==> src/rtl/core/dual_reflective_wheel_odometer_macros.svh <==
// assertion macros for the dual reflective wheel odometer
// used by the top level only, no other dependencies
`ifndef DUAL_REFLECTIVE_WHEEL_ODOMETER_MACROS_SVH
`define DUAL_REFLECTIVE_WHEEL_ODOMETER_MACROS_SVH

// same-cycle implication, disabled during reset
`define DRWO_ASSERT_IMP(label, clk, rstn, ante, cons) \
    label: assert property (@(posedge clk) disable iff (!(rstn)) (ante) |-> (cons)) \
        else $error("drwo same-cycle check failed");

// next-cycle implication, disabled during reset
`define DRWO_ASSERT_NXT(label, clk, rstn, ante, cons) \
    label: assert property (@(posedge clk) disable iff (!(rstn)) (ante) |=> (cons)) \
        else $error("drwo next-cycle check failed");

`endif

==> src/rtl/core/drwo_pkg.sv <==
// shared types and constants for the dual reflective wheel odometer
// no dependencies
package drwo_pkg;

    localparam int SAMPLE_WIDTH    = 8;
    localparam int MODE_WIDTH      = 2;
    localparam int RESULT_WIDTH    = 16;
    localparam int COUNT_WIDTH_DEF = 16;

    localparam logic [MODE_WIDTH-1:0]   MODE_HOLD    = 2'd0;
    localparam logic [MODE_WIDTH-1:0]   MODE_FORWARD = 2'd1;
    localparam logic [MODE_WIDTH-1:0]   MODE_REVERSE = 2'd2;

    localparam logic [SAMPLE_WIDTH-1:0] SAMPLE_RESET = 8'hFF;
    localparam logic [SAMPLE_WIDTH-1:0] MARGIN_RESET = 8'd5;
    localparam int                      TOTAL_RESET  = 100;

    typedef struct packed {
        logic [MODE_WIDTH-1:0]   mode;
        logic [SAMPLE_WIDTH-1:0] left_sample;
        logic [SAMPLE_WIDTH-1:0] right_sample;
    } in_t;

    typedef struct packed {
        logic [RESULT_WIDTH-1:0] left_count;
        logic [RESULT_WIDTH-1:0] right_count;
    } out_t;

    // per-channel update control
    typedef struct packed {
        logic en;
        logic up;
    } chan_ctrl_t;

endpackage

==> src/rtl/core/drwo_channel.sv <==
// one wheel channel: previous sample, arm flag and edge count with hysteresis
// depends on drwo_pkg
module drwo_channel #(
    parameter int COUNT_WIDTH = drwo_pkg::COUNT_WIDTH_DEF
) (
    input  logic                              aclk,
    input  logic                              aresetn,
    input  drwo_pkg::chan_ctrl_t              ctrl,
    input  logic [drwo_pkg::SAMPLE_WIDTH-1:0] sample,
    input  logic [drwo_pkg::SAMPLE_WIDTH-1:0] margin,
    output logic [COUNT_WIDTH-1:0]            count_next,
    output logic [COUNT_WIDTH-1:0]            count
);

    logic [drwo_pkg::SAMPLE_WIDTH-1:0] prev_reg, prev_next;
    logic                              armed_reg, armed_next;
    logic [COUNT_WIDTH-1:0]            total_reg, total_next;
    logic [drwo_pkg::SAMPLE_WIDTH:0]   threshold;
    logic                              fall;
    logic                              rise;

    // threshold kept one bit wider so it never wraps
    assign threshold = {1'b0, prev_reg} + {1'b0, margin};
    assign fall      = armed_reg && (sample < prev_reg);
    assign rise      = ({1'b0, sample} > threshold);

    always_comb begin
        prev_next  = prev_reg;
        armed_next = armed_reg;
        total_next = total_reg;
        if (ctrl.en) begin
            prev_next = sample;
            if (fall) begin
                armed_next = 1'b0;
                total_next = ctrl.up ? total_reg + COUNT_WIDTH'(1)
                                     : total_reg - COUNT_WIDTH'(1);
            end else if (!armed_reg && rise) begin
                armed_next = 1'b1;
            end
        end
    end

    always_ff @(posedge aclk) begin
        if (!aresetn) begin
            prev_reg  <= drwo_pkg::SAMPLE_RESET;
            armed_reg <= 1'b0;
            total_reg <= COUNT_WIDTH'(drwo_pkg::TOTAL_RESET);
        end else begin
            prev_reg  <= prev_next;
            armed_reg <= armed_next;
            total_reg <= total_next;
        end
    end

    assign count_next = total_next;
    assign count      = total_reg;

endmodule

==> src/rtl/core/dual_reflective_wheel_odometer.sv <==
// an accepted request is held in the input register, and its counts then in the result register
// throughput: one request per cycle while results are taken, set by the combinational compare and count per channel
// the input register and result register let a new request in while a result waits
// reset (aresetn, synchronous, active low): previous samples 0xff, channels disarmed,
// counts 100, rise margin 5, both channels empty
module dual_reflective_wheel_odometer #(
    parameter int COUNT_WIDTH = drwo_pkg::COUNT_WIDTH_DEF
) (
    input  logic                              aclk,
    input  logic                              aresetn,
    // configuration write
    input  logic                              cfg_we,
    input  logic [drwo_pkg::SAMPLE_WIDTH-1:0] cfg_wdata,
    // request channel
    input  logic                              s_valid,
    output logic                              s_ready,
    input  drwo_pkg::in_t                     s_data,
    // result channel
    output logic                              m_valid,
    input  logic                              m_ready,
    output drwo_pkg::out_t                    m_data
);

`include "dual_reflective_wheel_odometer_macros.svh"

    // rise margin register
    logic [drwo_pkg::SAMPLE_WIDTH-1:0] rise_margin_reg;

    // input stage
    logic          in_valid_reg;
    drwo_pkg::in_t in_reg;

    // result stage
    logic           out_valid_reg;
    drwo_pkg::out_t out_reg, out_next;

    logic                 advance;      // input stage moves into the result stage
    logic                 out_free;     // result stage can take a new value
    logic                 fwd_rev;
    drwo_pkg::chan_ctrl_t ctrl;

    logic [COUNT_WIDTH-1:0] left_cnt_next, right_cnt_next;
    logic [COUNT_WIDTH-1:0] left_cnt, right_cnt;

    // handshake: result stage frees when empty or taken, input stage when it advances
    assign out_free = !out_valid_reg || m_ready;
    assign advance  = in_valid_reg && out_free;
    assign s_ready  = !in_valid_reg || out_free;

    // mode three acts as hold
    assign fwd_rev = (in_reg.mode == drwo_pkg::MODE_FORWARD) ||
                     (in_reg.mode == drwo_pkg::MODE_REVERSE);
    assign ctrl.en = advance && fwd_rev;
    assign ctrl.up = (in_reg.mode == drwo_pkg::MODE_FORWARD);

    drwo_channel #(
        .COUNT_WIDTH (COUNT_WIDTH)
    ) u_left (
        .aclk       (aclk),
        .aresetn    (aresetn),
        .ctrl       (ctrl),
        .sample     (in_reg.left_sample),
        .margin     (rise_margin_reg),
        .count_next (left_cnt_next),
        .count      (left_cnt)
    );

    drwo_channel #(
        .COUNT_WIDTH (COUNT_WIDTH)
    ) u_right (
        .aclk       (aclk),
        .aresetn    (aresetn),
        .ctrl       (ctrl),
        .sample     (in_reg.right_sample),
        .margin     (rise_margin_reg),
        .count_next (right_cnt_next),
        .count      (right_cnt)
    );

    // result fields carry the low bits of the count, zero extended when narrower
    generate
        if (COUNT_WIDTH >= drwo_pkg::RESULT_WIDTH) begin : g_trunc
            assign out_next.left_count  = left_cnt_next[drwo_pkg::RESULT_WIDTH-1:0];
            assign out_next.right_count = right_cnt_next[drwo_pkg::RESULT_WIDTH-1:0];
        end else begin : g_ext
            assign out_next.left_count  =
                {{(drwo_pkg::RESULT_WIDTH-COUNT_WIDTH){1'b0}}, left_cnt_next};
            assign out_next.right_count =
                {{(drwo_pkg::RESULT_WIDTH-COUNT_WIDTH){1'b0}}, right_cnt_next};
        end
    endgenerate

    // control state
    always_ff @(posedge aclk) begin
        if (!aresetn) begin
            rise_margin_reg <= drwo_pkg::MARGIN_RESET;
            in_valid_reg    <= 1'b0;
            out_valid_reg   <= 1'b0;
        end else begin
            if (cfg_we) begin
                rise_margin_reg <= cfg_wdata;
            end
            if (s_ready) begin
                in_valid_reg <= s_valid;
            end
            if (out_free) begin
                out_valid_reg <= in_valid_reg;
            end
        end
    end

    // payload, no reset needed
    always_ff @(posedge aclk) begin
        if (s_valid && s_ready) begin
            in_reg <= s_data;
        end
        if (advance) begin
            out_reg <= out_next;
        end
    end

    assign m_valid = out_valid_reg;
    assign m_data  = out_reg;

    // a request that advances always lands in the result stage
    `DRWO_ASSERT_NXT(a_adv_lands, aclk, aresetn, advance, out_valid_reg)

    // request side only stalls when both stages are full
    `DRWO_ASSERT_IMP(a_stall_full, aclk, aresetn, !s_ready, in_valid_reg && out_valid_reg)

    // hold requests and stalled requests leave the counts alone
    `DRWO_ASSERT_NXT(a_hold_stable, aclk, aresetn, in_valid_reg && !ctrl.en,
        $stable(left_cnt) && $stable(right_cnt))

    // a count moves by at most one edge per request
    `DRWO_ASSERT_NXT(a_step_one, aclk, aresetn, in_valid_reg,
        (left_cnt == $past(left_cnt)) || (left_cnt == $past(left_cnt) + COUNT_WIDTH'(1)) ||
        (left_cnt == $past(left_cnt) - COUNT_WIDTH'(1)))

endmodule

==> config.mk <==
export PLATFORM = sky130hd
export DESIGN_NAME = dual_reflective_wheel_odometer
export DESIGN_NICKNAME = d
export VERILOG_FILES = /design/src/rtl/core/drwo_pkg.sv /design/src/rtl/core/drwo_channel.sv /design/src/rtl/core/dual_reflective_wheel_odometer.sv
export VERILOG_INCLUDE_DIRS = /design/src /design/src/rtl/core
export SDC_FILE = /design/constraint.sdc
export NUM_CORES = 1
export LEC_CHECK = 0
export ABC_AREA = 1
export BUFFER_PORTS_ARGS = -buffer_cell sky130_fd_sc_hd__buf_2
export CAP_MARGIN = 20
export CORE_MARGIN = 1
export CORE_UTILIZATION = 55
export DETAILED_ROUTE_END_ITERATION = 7
export PLACE_DENSITY = 0.77
export SETUP_SLACK_MARGIN = 0.05
export SYNTH_ARGS = -nofsm -noshare
export SYNTH_HDL_FRONTEND = slang
export SYNTH_SLANG_ARGS = --single-unit
export TNS_END_PERCENT = 50
==> constraint.sdc <==
create_clock -name aclk -period 3.1 [get_ports aclk]
set_clock_uncertainty 0.15 [all_clocks]
set_input_delay 0.465 -clock aclk [delete_from_list [all_inputs] [get_ports aclk]]
set_output_delay 0.465 -clock aclk [all_outputs]
set_load 0.03 [all_outputs]
After elaboration in Yosys (flattened, before gate mapping)
Cells that the tools add are included.
Widths: inputs -> output; s select.
{"block": "totals", "reg_bits": 110, "mem_bits_rw": 0, "word_cells": 54, "in_bits": 31, "latch_bits": 0, "romBits": 0, "out_inout_bits": 34, "memories": 0}
{"block": "op_classes", "n_eq_ne": 2, "n_shift": 0, "n_mux": 10, "n_reduce_logical": 18, "div": 0, "n_mul": 0, "add_sub_neg": 6, "n_bitwise": 0, "magnitude_cmp": 4}
{"cell": "$mux 16", "count": 6}
{"cell": "$add 16x1->16 const B", "count": 2}
{"cell": "$sub 16x1->16 const B", "count": 2}
{"cell": "$add 8x8->9", "count": 2}
{"cell": "$gt 8x9->1", "count": 2}
{"cell": "$lt 8x8->1", "count": 2}
{"cell": "$logic_and 1x1->1", "count": 7}
{"cell": "$logic_not 1->1", "count": 4}
{"cell": "$mux 1", "count": 4}
{"cell": "$reduce_and 2->1", "count": 2}
{"cell": "$reduce_bool 2->1", "count": 2}
{"cell": "$logic_or 1x1->1", "count": 3}
{"cell": "$eq 2x1->1 const B", "count": 1}
{"cell": "$eq 2x2->1 const B", "count": 1}

Longest topological paths before layout
{"block": "logic_depth", "depth_word": 5, "depth_mapped": 17, "mapped_depth_nobuf": 17}

Hierarchy
A second synthesis with hierarchy kept.
{"block": "hier_totals", "cells_unflattened": 852, "hier_area_um2": 6785.3}
{"module": "drwo_channel (u_right)", "seq_area_each_um2": 500.5, "area_per_inst_um2": 2459.9, "n_inst": 1, "cells_per_inst": 377}
{"module": "drwo_channel (u_left)", "seq_area_each_um2": 500.5, "area_per_inst_um2": 2451.1, "n_inst": 1, "cells_per_inst": 375}
{"module": "dual_reflective_wheel_odometer", "seq_area_each_um2": 1701.6, "area_per_inst_um2": 1874.3, "n_inst": 1, "cells_per_inst": 100}

Worst setup path after synthesis
Ideal clock, no wire load.
{"block": "synth_timing", "path_type": "register -> register", "startpoint": "register in_reg[16] in the netlist's numbering", "endpoint": "register out_reg (netlist bit m_data[15]) (data pin)", "arrival_ns": 2.384, "required_time_ns": 2.699, "slack_ns": 0.315, "path_buffers": 0, "setup_ns": 0.251, "stages_incl_launch_ff": 14, "synth_period_minus_slack_ns": 2.785, "cell_sequence": "edfxtp_1 ha_1 inv_1 ha_1 a21oi_1 nand2_1 a21oi_1 nand2_1 nand2_1 nand2_1 inv_1 nand3_1 nand2_1 inv_1"}
{"block": "synth_via", "elab_chain_len": 4, "word_cells_on_any_way": 7, "classes_between": "2 x eq/ne; 3 x mux; 2 x reduce/logical"}
{"item": "start, declared", "line_no": "dual_reflective_wheel_odometer.sv:31", "source": "drwo_pkg::in_t in_reg;"}
{"item": "start signal, assigned", "line_no": "dual_reflective_wheel_odometer.sv:115", "source": "in_reg <= s_data;"}
{"item": "$eq 2x1->1 or $eq 2x2->1 (tied branches)", "line_no": "dual_reflective_wheel_odometer.sv:51, dual_reflective_wheel_odometer.sv:54, dual_reflective_wheel_odometer.sv:52"}
{"item": "$mux 16 or $logic_or 1x1->1 (tied branches)", "line_no": "drwo_channel.sv:35, dual_reflective_wheel_odometer.sv:51"}
{"item": "$mux 16 or $logic_and 1x1->1 (tied branches)", "line_no": "drwo_channel.sv:33, dual_reflective_wheel_odometer.sv:53"}
{"item": "$mux 16 (*)", "line_no": "drwo_channel.sv:31", "source": "if (ctrl.en) begin"}
{"item": "net right_cnt_next[15]", "line_no": "dual_reflective_wheel_odometer.sv:42", "source": "logic [COUNT_WIDTH-1:0] left_cnt_next, right_cnt_next;"}
{"item": "end signal, assigned", "line_no": "dual_reflective_wheel_odometer.sv:118", "source": "out_reg <= out_next;"}
{"item": "end, declared", "line_no": "dual_reflective_wheel_odometer.sv:35", "source": "drwo_pkg::out_t out_reg, out_next;"}
The timed path passes the listed nets; every way through them passes the cells marked *.
A chain may end at the register's enable or synchronous reset.

Final worst setup path
{"block": "layout_timing", "startpoint": "register rise_margin_reg[0] in the netlist's numbering", "endpoint": "register u_left.armed_reg"}
{"block": "layout_via", "elab_chain_len": 5}
{"item": "start, declared", "line_no": "dual_reflective_wheel_odometer.sv:27", "source": "logic [drwo_pkg::SAMPLE_WIDTH-1:0] rise_margin_reg;"}
{"item": "start signal, assigned", "line_no": "dual_reflective_wheel_odometer.sv:96", "source": "rise_margin_reg <= drwo_pkg::MARGIN_RESET;"}
{"item": "start signal, assigned", "line_no": "dual_reflective_wheel_odometer.sv:101", "source": "rise_margin_reg <= cfg_wdata;"}
{"item": "$add 8x8->9", "line_no": "drwo_channel.sv:23", "source": "assign threshold = {1'b0, prev_reg} + {1'b0, margin};"}
{"item": "$gt 8x9->1", "line_no": "drwo_channel.sv:25", "source": "assign rise = ({1'b0, sample} > threshold);"}
{"item": "$logic_and 1x1->1", "line_no": "drwo_channel.sv:37", "source": "end else if (!armed_reg && rise) begin"}
{"item": "$reduce_bool 2->1 (no line)"}
{"item": "$reduce_and 2->1 (no line)"}
{"item": "end signal, assigned", "line_no": "drwo_channel.sv:50", "source": "armed_reg <= armed_next;"}
{"item": "end, declared", "line_no": "drwo_channel.sv:16", "source": "logic armed_reg, armed_next;"}
Every way passes these cells.

==> impl_metrics.toml <==
[setup_path]
ff2ff_path_depth = 14
critPathSlowestCell = "fa_1"
cp_data_required_time_ps = 3240
worst-path-buf-inv = 1
cp-end-kind = "flip-flop"
path_cells = "ha_1 -> inv_1 -> fa_1 -> o21ai_0 -> xor2_1 -> ha_1 -> nand4_1 -> o211ai_1 -> nand2_1 -> nand2_1 -> nand2_1 -> nand2_1 -> nand2_1 -> a21oi_1"
startpoint_type = "flip-flop"
cpPeakStageDelay_ps = 390
worstSetupPathType = "flip-flop to flip-flop"
reg2reg_slack_ps = 390
critPathTopFamily = "adder cells"
r2r-end = "u_left.armed_reg"
path_max_fanout = 3
crit_path_frequent_cell = "nand2_1"
timing.rr.start = "rise_margin_reg[0]"
cp.arrival_ps = 2860

[logic_synthesis]
yosysWarnings = 0
yosysMostFrequentCell = "nand2_1"
synth_fa_ha_area_frac = 0.1500
ys_ff_latch = 110
ys_seq_area_frac = 0.3979
synth_edf_count = 50
yosys.area.top_type_share = 0.2211
synth_top_family_by_area = "simple AND/OR/NAND/NOR gates"
synthArstFlopShare = 0
synth_commonest_cells = "nand2_1, inv_1, ha_1, nor2_1, dfxtp_1"
dominantRegCellSynth = "dfxtp_1"
synthSimpleGateAreaFrac = 0.2154
synthCells = 846
synth_xor_area_frac = 0.04256
syn_avg_cell_area_um2 = 8.028
syn_area_mm2 = 0.006792
synth_cell_type_count = 38
synthMuxAreaShare = 0
synthTopCellsByArea = "edfxtp_1, dfxtp_1, ha_1"
yosysTopAreaCell = "edfxtp_1"
synth_nets = 956
synth_compound_area_frac = 0.1098

[clock_network]
ctsHoldBuffers = 0
worst_skew_pair.late_latency_ps = 360
clockBufferDepth = 2
cts_root_buffer = "clkbuf_16"
htreeDepth = 3
cts_tree = "built"
cts.sinks = 110
cts_setup_buffers = 0
numCtsBuffers = 9
clk_pin_slew_ps = 70

[run]
cap_violations = 0

[sta]
slew_headroom = 0.4058
post-route-min-period_ps = 2712
fin_hold_ws_ps = 128.1
worst_pin_slew_ps = 885.8
setup_viol = 0
hold_viol = 0
setup_ws_ps = 387.9
fin_crit_sh = 0.8749
max_freq_mhz = 368.7
tns_ps = 0
rsz0062_at_grt = "false"
drv_slew = 0

[global_route]
antenna_found_initial = 0
first_global_vias = 5074
grt_pass1_wl_mm = 22.81
grt_usage = 0.2252
grt_max_degree = 35
grt_overflow = 0

[min_path]
min_path_cells = 1
min_from = "s_data[0]"
hold-path-endpoint = "in_reg[0]"
min_path_type = "input pin to flip-flop"

[finish]
register_area_mm2 = 0.002703
drive_gt1_frac = 0.1057
nets = 1023
final_cells = 1065
multi_input_area_mm2 = 0.003516
final_cell_area_mm2 = 0.007589
syn_to_final_growth_pct = 11.74
utilization = 0.6318
fillers = 1056
n_antenna_cell = 0
largest_register_ffs = 32

[route]
drc = 0
wl_mm = 13.51
post_drt_wl_per_cell_um = 12.69
vias = 5501
dr.pass1.iters = 4
drt-initial-drc-count = 264
viasPerCell = 5.165
final_antenna_net_count = 0

[power]
vdd_drop_max_mv = 0.5496
p_leak_nw = 4.023
powerDensity_mw_per_mm2 = 478.6
p_total_mw = 3.632

[floorplanning]
core_area_mm2 = 0.01201
die_h_um = 113.1
core.rowCount = 40
start_util = 0.5654
fp.dieArea_mm2 = 0.01280
die-width_um = 113.1
io-pin-count = 65

[placement]
dpl-instance-area_mm2 = 0.007257
dp.cells = 1049
hpwlAfterDp_mm = 9.908
routabilityCongestion = 0.8504
io_buffers = 64
place_ws_ps = 321.6

[run_status]
status = "completed"
metal layers:
metal,share of wire,track usage,vias to the layer above
met5,0,0,-
met4,0.015,0.06754,0
met3,0.045,0.05196,14
met2,0.46,0.3763,105
met1,0.48,0.2909,2477
li1,-,-,2905
cells by family (layout without fill, tap and decap cells):
family	after synthesis	count (layout)
simple gates	353	353
buf+inv	145	217
compound gates	126	126
flops	110	110
fa+ha+maj	79	79
xor+xnor	33	33
area by class of cell:
class                           instances  share of cell area
Multi-Input combinational cell        591              0.4633
Sequential cell                       110              0.3561
Timing Repair Buffer                   69             0.04716
Tap cell                              147             0.02424
Clock inverter                          5             0.01303
Clock buffer                           11             0.03067
Inverter                              132             0.06546
repair_timing:
action                     in CTS  in global routing
hold endpoints to repair        0                  0
resized for setup               0                  1
setup endpoints to repair       0                  1
power breakdown:
| group | switching (mW) | total [mW] | internal, mW |
|---|---|---|---|
| logic | 0.444 | 0.724 | 0.280 |
| clock network | 0.513 | 1.30 | 0.787 |
| registers | 0.0364 | 1.61 | 1.57 |
worst max path at each step:
stage | startpoint | cells past startpoint | slack (ps) | endpoint
6_report | rise_margin_reg[0] | 14 | 390 | u_left.armed_reg
5_1_grt | rise_margin_reg[0] | 15 | 50 | u_right.armed_reg
4_1_cts | rise_margin_reg[0] | 15 | 300 | u_right.armed_reg
3_5_place_dp | rise_margin_reg[0] | 15 | 320 | u_right.armed_reg
3_3_place_gp | rise_margin_reg[0] | 15 | 380 | u_right.armed_reg
2_1_floorplan | in_reg[16] | 13 | 320 | m_data[15]
cells in the final DEF (no fill, tap or decap), types with 20 or more instances in the layout:
cell / netlist / final
buf_2: 1 / 64
xor2_1: 24 / 24
ha_1: 75 / 75
nand3_1: 42 / 42
o21ai_0: 24 / 23
a21oi_1: 55 / 55
nor2_1: 62 / 62
nand2_1: 222 / 222
edfxtp_1: 50 / 50
inv_1: 126 / 126
dfxtp_1: 60 / 60
o211ai_1: 20 / 20
Note: power is estimated with default switching activity, not from simulation.
